==> src/hw/rtl/mmbd_pkg.sv <==
// ----------------------------------------------------------------------------
// mmbd_pkg
// Shared types and constants of the min/max bucket decimator.
// ----------------------------------------------------------------------------
package mmbd_pkg;

  localparam int VALUE_WIDTH  = 32;
  localparam int INDEX_WIDTH  = 32;
  localparam int SIZE_WIDTH   = 17;
  localparam int POINTS       = 4;

  localparam logic [SIZE_WIDTH-1:0] BUCKET_MIN   = SIZE_WIDTH'(2);
  localparam logic [SIZE_WIDTH-1:0] BUCKET_MAX   = SIZE_WIDTH'(65536);
  localparam logic [SIZE_WIDTH-1:0] BUCKET_RESET = SIZE_WIDTH'(64);

  typedef struct packed {
    logic signed [VALUE_WIDTH-1:0] sample_value;
    logic                          sample_valid;
    logic                          curve_end;
  } in_item_t;

  typedef struct packed {
    logic        [INDEX_WIDTH-1:0] point_index;
    logic signed [VALUE_WIDTH-1:0] point_value;
    logic                          bucket_last;
    logic                          run_last;
  } out_item_t;

  typedef struct packed {
    logic        [INDEX_WIDTH-1:0] index;
    logic signed [VALUE_WIDTH-1:0] value;
  } point_t;

  // Closed bucket: candidate points in arrival order, keep mask drops repeats.
  typedef struct packed {
    point_t [POINTS-1:0] pts;
    logic   [POINTS-1:0] keep;
    logic                run_last;
  } bucket_rec_t;

endpackage

==> src/hw/rtl/mmbd_accum.sv <==
// ----------------------------------------------------------------------------
// mmbd_accum
// Bucket tracker: keeps first, min, max and latest point of the open bucket
// and registers a bucket request when the bucket closes.
// ----------------------------------------------------------------------------
module mmbd_accum (
  input  logic                                 clk,
  input  logic                                 rst,
  input  logic                                 cfg_write,
  input  logic [mmbd_pkg::SIZE_WIDTH-1:0]      cfg_data,
  input  logic                                 in_valid,
  output logic                                 in_stall,
  input  mmbd_pkg::in_item_t                   in_data,
  output logic                                 rec_valid,
  output mmbd_pkg::bucket_rec_t                rec,
  input  logic                                 take
);

  logic [mmbd_pkg::SIZE_WIDTH-1:0]         bucket_size;
  logic [mmbd_pkg::INDEX_WIDTH-1:0]        sample_counter;
  logic [mmbd_pkg::SIZE_WIDTH-1:0]         fill;
  logic [mmbd_pkg::INDEX_WIDTH-1:0]        first_index, min_index, max_index, latest_index;
  logic signed [mmbd_pkg::VALUE_WIDTH-1:0] first_value, min_value, max_value, latest_value;
  logic [mmbd_pkg::SIZE_WIDTH-1:0]         min_pos, max_pos;

  logic [mmbd_pkg::SIZE_WIDTH-1:0]         fill_next;
  logic [mmbd_pkg::INDEX_WIDTH-1:0]        first_index_next, min_index_next;
  logic [mmbd_pkg::INDEX_WIDTH-1:0]        max_index_next, latest_index_next;
  logic signed [mmbd_pkg::VALUE_WIDTH-1:0] first_value_next, min_value_next;
  logic signed [mmbd_pkg::VALUE_WIDTH-1:0] max_value_next, latest_value_next;
  logic [mmbd_pkg::SIZE_WIDTH-1:0]         min_pos_next, max_pos_next;

  logic [mmbd_pkg::SIZE_WIDTH-1:0]         size_eff;
  logic [mmbd_pkg::SIZE_WIDTH-1:0]         last_pos, lo_pos, hi_pos;
  logic                                    accept, close;
  mmbd_pkg::bucket_rec_t                   rec_next;

  assign accept   = in_valid && !in_stall;
  assign in_stall = rec_valid && !take;

  always_comb begin
    if (bucket_size < mmbd_pkg::BUCKET_MIN) begin
      size_eff = mmbd_pkg::BUCKET_MIN;
    end else if (bucket_size > mmbd_pkg::BUCKET_MAX) begin
      size_eff = mmbd_pkg::BUCKET_MAX;
    end else begin
      size_eff = bucket_size;
    end
  end

  always_comb begin
    fill_next         = fill;
    first_index_next  = first_index;
    first_value_next  = first_value;
    min_index_next    = min_index;
    min_value_next    = min_value;
    min_pos_next      = min_pos;
    max_index_next    = max_index;
    max_value_next    = max_value;
    max_pos_next      = max_pos;
    latest_index_next = latest_index;
    latest_value_next = latest_value;
    if (in_data.sample_valid) begin
      if (fill == '0) begin
        first_index_next = sample_counter;
        first_value_next = in_data.sample_value;
        min_index_next   = sample_counter;
        min_value_next   = in_data.sample_value;
        min_pos_next     = '0;
        max_index_next   = sample_counter;
        max_value_next   = in_data.sample_value;
        max_pos_next     = '0;
      end else begin
        // strict compares: ties keep the earliest point
        if (in_data.sample_value < min_value) begin
          min_index_next = sample_counter;
          min_value_next = in_data.sample_value;
          min_pos_next   = fill;
        end
        if (in_data.sample_value > max_value) begin
          max_index_next = sample_counter;
          max_value_next = in_data.sample_value;
          max_pos_next   = fill;
        end
      end
      latest_index_next = sample_counter;
      latest_value_next = in_data.sample_value;
      fill_next         = fill + mmbd_pkg::SIZE_WIDTH'(1);
      close             = (fill_next >= size_eff) || in_data.curve_end;
    end else begin
      close = (fill != '0);
    end

    last_pos = fill_next - mmbd_pkg::SIZE_WIDTH'(1);

    // order the middle pair by arrival
    if (min_pos_next <= max_pos_next) begin
      lo_pos          = min_pos_next;
      hi_pos          = max_pos_next;
      rec_next.pts[1] = '{index: min_index_next, value: min_value_next};
      rec_next.pts[2] = '{index: max_index_next, value: max_value_next};
    end else begin
      lo_pos          = max_pos_next;
      hi_pos          = min_pos_next;
      rec_next.pts[1] = '{index: max_index_next, value: max_value_next};
      rec_next.pts[2] = '{index: min_index_next, value: min_value_next};
    end
    rec_next.pts[0]  = '{index: first_index_next, value: first_value_next};
    rec_next.pts[3]  = '{index: latest_index_next, value: latest_value_next};
    rec_next.keep[0] = 1'b1;
    rec_next.keep[1] = (lo_pos != '0);
    rec_next.keep[2] = (hi_pos != lo_pos);
    rec_next.keep[3] = (last_pos != hi_pos);
    rec_next.run_last = in_data.sample_valid ? in_data.curve_end : 1'b1;
  end

  always_ff @(posedge clk) begin
    if (rst) begin
      bucket_size    <= mmbd_pkg::BUCKET_RESET;
      sample_counter <= '0;
      fill           <= '0;
      rec_valid      <= 1'b0;
    end else begin
      if (cfg_write) begin
        bucket_size <= cfg_data;
      end
      if (accept) begin
        sample_counter <= in_data.curve_end ? '0
                                            : sample_counter + mmbd_pkg::INDEX_WIDTH'(1);
        fill           <= close ? '0 : fill_next;
      end
      if (accept && close) begin
        rec_valid <= 1'b1;
      end else if (take) begin
        rec_valid <= 1'b0;
      end
    end
  end

  always_ff @(posedge clk) begin
    if (accept) begin
      first_index  <= first_index_next;
      first_value  <= first_value_next;
      min_index    <= min_index_next;
      min_value    <= min_value_next;
      min_pos      <= min_pos_next;
      max_index    <= max_index_next;
      max_value    <= max_value_next;
      max_pos      <= max_pos_next;
      latest_index <= latest_index_next;
      latest_value <= latest_value_next;
    end
    if (accept && close) begin
      rec <= rec_next;
    end
  end

  a_fill_range: assert property (@(posedge clk) disable iff (rst)
    fill < mmbd_pkg::BUCKET_MAX)
    else $error("open bucket holds a full bucket or more");

  a_first_kept: assert property (@(posedge clk) disable iff (rst)
    rec_valid |-> rec.keep[0])
    else $error("bucket request without its first point");

  a_close_posts: assert property (@(posedge clk) disable iff (rst)
    accept && close |=> rec_valid)
    else $error("closed bucket was not posted");

  a_stall_hold: assert property (@(posedge clk) disable iff (rst)
    rec_valid && !take |=> rec_valid && $stable(rec))
    else $error("pending bucket request lost or changed");

endmodule

==> src/hw/rtl/mmbd_drain.sv <==
// ----------------------------------------------------------------------------
// mmbd_drain
// Point serializer: sends the kept points of one bucket, one per cycle when
// out_stall is low, from registers while the next bucket request waits.
// ----------------------------------------------------------------------------
module mmbd_drain (
  input  logic                             clk,
  input  logic                             rst,
  input  logic                             rec_valid,
  input  mmbd_pkg::bucket_rec_t            rec,
  output logic                             take,
  output logic                             out_valid,
  input  logic                             out_stall,
  output mmbd_pkg::out_item_t              out_data
);

  logic [mmbd_pkg::POINTS-1:0]  mask;
  mmbd_pkg::point_t [mmbd_pkg::POINTS-1:0] pts;
  logic                         run_last;
  logic                         done;
  mmbd_pkg::point_t             cur;

  assign out_valid = |mask;
  assign done      = (mask == '0) || ($onehot(mask) && !out_stall);
  assign take      = rec_valid && done;

  always_comb begin
    if (mask[0]) begin
      cur = pts[0];
    end else if (mask[1]) begin
      cur = pts[1];
    end else if (mask[2]) begin
      cur = pts[2];
    end else begin
      cur = pts[3];
    end
    out_data.point_index = cur.index;
    out_data.point_value = cur.value;
    out_data.bucket_last = $onehot(mask);
    out_data.run_last    = run_last;
  end

  always_ff @(posedge clk) begin
    if (rst) begin
      mask <= '0;
    end else if (take) begin
      mask <= rec.keep;
    end else if (out_valid && !out_stall) begin
      // drop the point just sent
      mask <= mask & (mask - mmbd_pkg::POINTS'(1));
    end
  end

  always_ff @(posedge clk) begin
    if (take) begin
      pts      <= rec.pts;
      run_last <= rec.run_last;
    end
  end

  a_load: assert property (@(posedge clk) disable iff (rst)
    take |=> mask == $past(rec.keep))
    else $error("bucket request not loaded into the drain");

  a_step: assert property (@(posedge clk) disable iff (rst)
    out_valid && !out_stall && !take |=>
      $countones(mask) == $countones($past(mask)) - 1)
    else $error("drain skipped or repeated a point");

  a_no_take_busy: assert property (@(posedge clk) disable iff (rst)
    take |-> !out_valid || !out_stall)
    else $error("drain reloaded while a point is stalled");

endmodule

==> src/hw/rtl/min_max_bucket_decimator_top.sv <==
// ----------------------------------------------------------------------------
// min_max_bucket_decimator_top
// Min/max bucket decimator. One curve sample is taken per cycle while in_stall
// is low. Runs of valid samples are cut into buckets of bucket_size samples
// (clamped to 2..65536); a bucket closes when full, on an invalid sample or on
// curve end, and then gives 1 to 4 points (first, min, max, latest in arrival
// order, repeats dropped), sent one per cycle while out_stall is low. A sample
// enters in the cycle it is offered unless a closed bucket is still waiting
// behind the one being sent; the single-point output drain sets that limit. A
// closing bucket is registered as a request, then loaded into the drain.
// ----------------------------------------------------------------------------
module min_max_bucket_decimator_top (
  input  logic                             clk,
  input  logic                             rst,
  input  logic                             cfg_write,
  input  logic [mmbd_pkg::SIZE_WIDTH-1:0]  cfg_data,
  input  logic                             in_valid,
  output logic                             in_stall,
  input  mmbd_pkg::in_item_t               in_data,
  output logic                             out_valid,
  input  logic                             out_stall,
  output mmbd_pkg::out_item_t              out_data
);

  logic                  rec_valid;
  logic                  take;
  mmbd_pkg::bucket_rec_t rec;

  mmbd_accum u_accum (
    .clk       (clk),
    .rst       (rst),
    .cfg_write (cfg_write),
    .cfg_data  (cfg_data),
    .in_valid  (in_valid),
    .in_stall  (in_stall),
    .in_data   (in_data),
    .rec_valid (rec_valid),
    .rec       (rec),
    .take      (take)
  );

  mmbd_drain u_drain (
    .clk       (clk),
    .rst       (rst),
    .rec_valid (rec_valid),
    .rec       (rec),
    .take      (take),
    .out_valid (out_valid),
    .out_stall (out_stall),
    .out_data  (out_data)
  );

endmodule
==> config.mk <==
export PLATFORM = sky130hd
export DESIGN_NAME = min_max_bucket_decimator_top
export DESIGN_NICKNAME = d
export VERILOG_FILES = /design/src/hw/rtl/mmbd_pkg.sv /design/src/hw/rtl/mmbd_accum.sv /design/src/hw/rtl/mmbd_drain.sv /design/src/hw/rtl/min_max_bucket_decimator_top.sv
export SDC_FILE = /design/constraint.sdc
export NUM_CORES = 1
export LEC_CHECK = 0
export BUFFER_PORTS_ARGS = -buffer_cell sky130_fd_sc_hd__clkbuf_2
export CORE_ASPECT_RATIO = 1.5
export CORE_UTILIZATION = 50
export CTS_BUF_LIST = sky130_fd_sc_hd__clkbuf_4 sky130_fd_sc_hd__clkbuf_8
export DETAILED_ROUTE_END_ITERATION = 10
export HOLD_SLACK_MARGIN = 0.02
export PLACE_DENSITY = 0.66
export SETUP_SLACK_MARGIN = 0.3
export SYNTH_ARGS = -nofsm -noshare
export SYNTH_HDL_FRONTEND = slang
export SYNTH_SLANG_ARGS = --single-unit
export TNS_END_PERCENT = 10
==> constraint.sdc <==
create_clock -name clk -period 16.63 [get_ports clk]
set_clock_uncertainty 0.15 [all_clocks]
set_input_delay 1.663 -clock clk [delete_from_list [all_inputs] [get_ports clk]]
set_output_delay 1.663 -clock clk [all_outputs]
set_load 0.02 [all_outputs]
; Word-level counts from Yosys, hierarchy flattened
; Cells that the tools add are included.
[op_classes]
n_lt_le_gt_ge = 6
shifts = 0
n_div = 0
n_mul = 0
addsub = 7
eq_ne = 3
n_mux = 40
n_reduce_logical = 18
bitwise = 1
[op_table]
columns = op, count
row1 = 32-bit two-way mux, 19
row2 = 17-bit two-way mux, 12
row3 = 64-bit two-way mux, 3
row4 = 128-bit two-way mux, 1
row5 = 17-bit inequality test, 2
row6 = 17-bit nonzero test, 2
row7 = "32-bit by 1-bit adder with 32-bit output, second input constant", 1
row8 = 32-bit greater-than comparator, 1
row9 = 32-bit < comparator, 1
row10 = "17-bit by 1-bit adder with 17-bit output, second input constant", 1
row11 = 17-bit >= comparator, 1
row12 = "17-bit greater-than comparator, second input constant", 1
row13 = 17-bit <= comparator, 1
row14 = 17-bit zero test, 1
row15 = "17-bit by 2-bit < comparator with 1-bit output, second input constant", 1
row16 = "17-bit by 1-bit subtractor with 17-bit output, second input constant", 1
row17 = 4-bit two-way mux, 2
row18 = 1-bit logical AND, 6
row19 = 1-bit by 1-bit adder with 2-bit output, 2
row20 = 4-bit bitwise AND, 1
row21 = 4-bit zero test, 1
row22 = 2-bit nonzero test, 2
row23 = 4-bit OR reduction, 1
row24 = "4-bit by 1-bit subtractor with 4-bit output, second input constant", 1
row25 = 5 further kinds, 10
[totals]
n_memories = 0
rom_bits = 0
out_inout_bits = 68
word_cells = 109
latch_bits = 0
register_bits = 878
ramBits = 0

; Logic depth before layout (Yosys ltp)
[depth]
word_depth = 12
mapped_depth = 27
mapped_depth_nobuf = 24

; By module
; A second synthesis with hierarchy kept.
[hier_totals]
hier_cells = 3004
hier_area_um2 = 38585.8
[modules_own_cells]
columns = mod, instances, cells_per_inst, seq_area_each_um2, area_each_um2
row1 = mmbd_accum, 1, 2354, 17857.1, 28566.1
row2 = mmbd_drain, 1, 650, 7797.5, 10019.6

; Least setup slack after synthesis
; Ideal clock, no wire load.
[synth_path]
path_kind = reg2reg
start = register u_drain.mask[2] (netlist name)
end = register u_accum.rec[0] (netlist name)
synth_period_minus_slack_ps = 15305
slack_ps = 1325
n_path_buf = 3
t_arrival_ps = 14264
stages_incl_launch_ff = 13
required_ps = 15589
setup_ps = 891
cell_sequence = dfxtp_1 clkbuf_1 clkbuf_1 buf_1 inv_1 ha_1 ha_1 fa_1 nor3b_1 a21boi_0 nand2_1 nand2_1 nor2_1
[synth_rtl]
columns = item, line_no
row1 = "start, declared", mmbd_drain.sv:17  ; logic [mmbd_pkg::POINTS-1:0] mask;
row2 = "start signal, assigned", mmbd_drain.sv:47  ; mask <= rec.keep;
row3 = "start signal, assigned", mmbd_drain.sv:50  ; mask <= mask & (mask - mmbd_pkg::POINTS'(1));

==> impl_summary.txt <==
----------------------------------------------------
[Status]
  Result of the run ... finished, final reports clean

[Logic synthesis]
  Most common flop cell mapped by yosys ... sky130_fd_sc_hd__edfxtp_1
  Sequential-to-total area share from yosys stat ... 67.1%
  Post-synthesis instance area ... 38200 um^2
  Ys Warns ... 0
  Top cells by instance count after synthesis ... sky130_fd_sc_hd__edfxtp_1 (807), sky130_fd_sc_hd__mux2i_1 (281), sky130_fd_sc_hd__inv_1 (230), sky130_fd_sc_hd__nor2_1 (210), sky130_fd_sc_hd__a21oi_1 (170)
  Flip-flop and latch count after synthesis ... 878
  Synth Area per Inst ... 13.8 um^2
  Nets in the synthesized netlist ... 2931
  Distinct cells, synth ... 73
  Async set-reset flop share out of synthesis ... 0%
  Count of flip-flops with a built-in enable after synthesis ... roughly 810
  Leading cell types by total area after synthesis ... sky130_fd_sc_hd__edfxtp_1 (63%), sky130_fd_sc_hd__mux2i_1 (7.4%), sky130_fd_sc_hd__mux2_2 (3.7%)
  Share of Yosys cell area claimed by the top area cell type ... 63.4%
  Cell type with the largest total area after synthesis ... sky130_fd_sc_hd__edfxtp_1
  Cell count after synthesis ... 2768
  Most numerous cell in the Yosys netlist ... sky130_fd_sc_hd__edfxtp_1

[Route]
  Per-cell via count in the routed design ... 5.46
  Routed wire length ... around 82000 um
  Detail Route Antenna Nets ... 0
  Wire length per cell ... 20.5 um
  First-pass DRT Iterations ... 5
  Number of DRC violations after detailed-routing iteration 0 ... roughly 1300
  Total DRC errors in the routed layout ... 0
  Via count ... 21900

[Global routing]
  Antenna violations before repair ... 5
  First-pass GRT wire length ... 128000 um
  Vias in the first global route ... roughly 23000
  Total gr overflow ... 0
  GRT Resource Usage Total ... between 20% and 30%
  Largest net degree at the start of global routing ... about 170

[Timing]
  PnR worst setup slack ... 7270 ps
  Total Negative Setup Slacks ... 0 ps
  Fmax achieved ... 107 MHz
  Post-route minimum period ... 9360 ps
  Hold Fails Final Rpt ... 0
  Final period utilization ... 56.3%
  Setup violation total in the final timing report ... 0
  Worst Hold Slack ... ~240 ps
  Actual transition at the worst max-transition pin ... 1200 ps
  Number of pins exceeding their max-slew limit in the final report ... 0
  RSZ-0062 raised after global routing ... false
  Tightest slew margin relative to the limit ... 19.0%

[Min path]
  Hold WC Path Type ... register to register
  Min-Delay Path Depth ... 0
  Worst-case hold path end point ... u_drain.pts[128]
  Start point of the worst min-delay path ... u_accum.rec[133]

[CTS]
  Quantity of hold-fixing buffers added after cts ... 0
  Setup repair bufs after CTS ... 0
  Number of instances resized during post-cts repair ... 0
  H-tree depth reported by CTS ... 4
  Clock root cell ... sky130_fd_sc_hd__clkbuf_8
  Clock buffers created by TritonCTS ... roughly 130
  Worst-path clk slew ... 60 ps
  Worst-skew pair later-pin latency ... 790 ps
  Bufs on Longest Clock Path ... 3
  CTS tree ... done
  Clock net sink count ... 878

[Setup path]
  Highest-delay cell along the critical path ... sky130_fd_sc_hd__nor4_1
  Largest fanout on the critical path ... 55
  R2R setup slack ... 7920 ps
  Kind of end point of the critical path ... register
  Setup Crit Path Kind ... input port to register
  Data required time of the critical path ... 16990 ps
  Buf+Inv Stages, Crit Path ... 4
  WP data arrival ... 9720 ps
  Peak per-stage delay on the critical path ... 870 ps
  Crit path max-delay family ... simple AND/OR/NAND/NOR gates
  Critical register-to-register path endpoint ... u_accum.rec[4]
  FF-to-FF path depth ... 25
  Start of the worst register-to-register path ... u_accum.max_value[31]
  Category of the worst setup path launch point ... input port

[Power]
  Worst-case vdd ir drop ... 105 uV
  Clock power share ... 35.1%
  Leakage power figure ... 16.5 nW
  Part of the total power dissipated in sequential elements ... 52.9%
  Overall power ... 5.02 mW
  NetSw ... 1.27 mW
  Internal power ... 3.75 mW
  Switching share of total power ... 25.4%
  Power density over cell area ... 119 nW/um^2
  Part of the power in combinational logic ... 12.0%

[Layout]
  # nets final ... 3071
  Util after Layout ... 56.2%
  Share of post-route cells with drive strength above 1 ... between 15 and 20%
  Post-route design area ... between 40000 and 50000 um^2
  Syn-to-layout area delta ... 10.8%
  Final cell count without fillers ... 4014

[Floorplanning]
  Total Die Area ... 77600 um^2
  Placeable core region ... 75400 um^2
  Floorplan die height ... roughly 340 um
  Boundary Pins ... 124
  Effective utilization at floorplan ... 50.7%
  Number of rows created at floorplan ... 123
  Die extent in x ... roughly 230 um

[Job]
  Total of max-cap violations ... 0

[Placement]
  Weighted congestion reported at the end of routability-driven placement ... 0.894
  Setup Slack @ Placement ... 6570 ps
  DP Area ... 39700 um^2
  Post-DP HPWL ... 49700 um
  DP Cell Count ... 3772
  Number of buffers inserted by port buffering ... 123

----------------------------------------------------
flip-flops by register name (all words and copies together) (netlist names), 4 cells and up:
signal and flops:
u_drain.pts 256, u_accum.latest_value 32, u_accum.first_index 32, u_accum.fill 17
u_accum.max_index 32, u_accum.max_pos 17, u_accum.min_pos 17, u_accum.min_value 32
u_accum.bucket_size 17, u_accum.rec 260, u_accum.max_value 32, u_drain.mask 4
u_accum.min_index 32, u_accum.first_value 32, u_accum.latest_index 32, u_accum.sample_counter 32
worst reg2reg max path, delay by kind of cell, from the launching register on:
family	cells	cell delay (ps)
simple gates	8	3340
compound gates	11	2400
buf+inv	4	1470
fa+ha+maj	2	730
flops	1	360
cells in the final DEF (no fill, tap or decap), types with 5 or more instances in the layout:
cell                       count
sky130_fd_sc_hd__xor2_1       58
sky130_fd_sc_hd__buf_4        22
sky130_fd_sc_hd__mux2_2      127
sky130_fd_sc_hd__clkinv_1     26
sky130_fd_sc_hd__or4_1         6
sky130_fd_sc_hd__clkinv_2     15
sky130_fd_sc_hd__nor3_1       17
sky130_fd_sc_hd__mux2i_1     281
sky130_fd_sc_hd__nand2b_1      7
sky130_fd_sc_hd__a22o_1       17
sky130_fd_sc_hd__nor2_1      209
sky130_fd_sc_hd__nand4_1      33
sky130_fd_sc_hd__inv_8         5
sky130_fd_sc_hd__nand2_1     153
sky130_fd_sc_hd__a21oi_1     170
sky130_fd_sc_hd__a21boi_0      5
sky130_fd_sc_hd__nor2b_1       5
sky130_fd_sc_hd__inv_1       228
sky130_fd_sc_hd__o21ai_0      92
sky130_fd_sc_hd__a31oi_1       5
sky130_fd_sc_hd__and3_1       13
sky130_fd_sc_hd__clkbuf_2    122
sky130_fd_sc_hd__nor4_1       23
sky130_fd_sc_hd__xnor2_1      35
sky130_fd_sc_hd__a21o_1       23
sky130_fd_sc_hd__ha_1        106
sky130_fd_sc_hd__clkbuf_4     47
sky130_fd_sc_hd__and2_1        6
sky130_fd_sc_hd__nand3_1      40
sky130_fd_sc_hd__clkbuf_8    138
sky130_fd_sc_hd__edfxtp_1    807
sky130_fd_sc_hd__a22oi_1      15
sky130_fd_sc_hd__dfxtp_1      68
per-layer routing:
| layer | global-route usage (%) | wire length [um] | share of wire (%) | vias up |
|---|---|---|---|---|
| met5 | 0 | 40 | 0.049 | - |
| met3 | 4.41 | 4060 | 4.9 | 150 |
| met1 | 25.5 | 33700 | 41 | 10800 |
| li1 | - | - | - | 10400 |
| met4 | 8.74 | 2360 | 2.9 | 6 |
| met2 | 37.6 | 42100 | 51 | 534 |
kinds of logic after synthesis:
family	after synthesis	synth area share, %
XOR/XNOR	95	2.22
AO/OA/AOI/OAI	370	5.70
buffers and inverters	372	3.95
adder cells (fa/ha/maj)	107	3.52
flip-flops	878	67.1
AND/OR/NAND/NOR	537	6.38
multiplexers	409	11.1
worst max path at each step:
stage,startpoint,end,slack (ps),cells past startpoint
final,in_data[33],u_accum.rec[4],7270,25
after CTS,in_data[33],u_accum.rec[4],7430,25
after global routing,in_data[33],u_accum.rec[4],6980,25
after detailed placement,in_data[33],u_accum.rec[4],6570,25
after floorplan,u_drain.mask[2],u_accum.rec[0],1330,12
after global placement,in_data[33],u_accum.rec[4],6730,25
power groups by stage:
| stage | registers (mW) | logic [mW] | clock network (mW) |
|---|---|---|---|
| 6_report | 2.66 | 0.602 | 1.76 |
| 2_1_floorplan | 2.71 | 0.428 | 0 |
| 4_1_cts | 2.66 | 0.608 | 1.81 |
| 3_3_place_gp | 2.70 | 0.590 | 0 |
| 5_1_grt | 2.67 | 0.661 | 1.90 |
| 3_5_place_dp | 2.70 | 0.606 | 0 |
cell type report:
cell class              instances  area (um^2)
flip-flops and latches        878        25700
well taps                    1000         1250
fillers                      6170        33100
inverters                     231          885
diodes                          1         2.50
repair buffers                145          796
multi-input cells            1518        11100
clock buffers                 185         2250
clock inverters                56          393
Power figures use the tool's default switching activity.
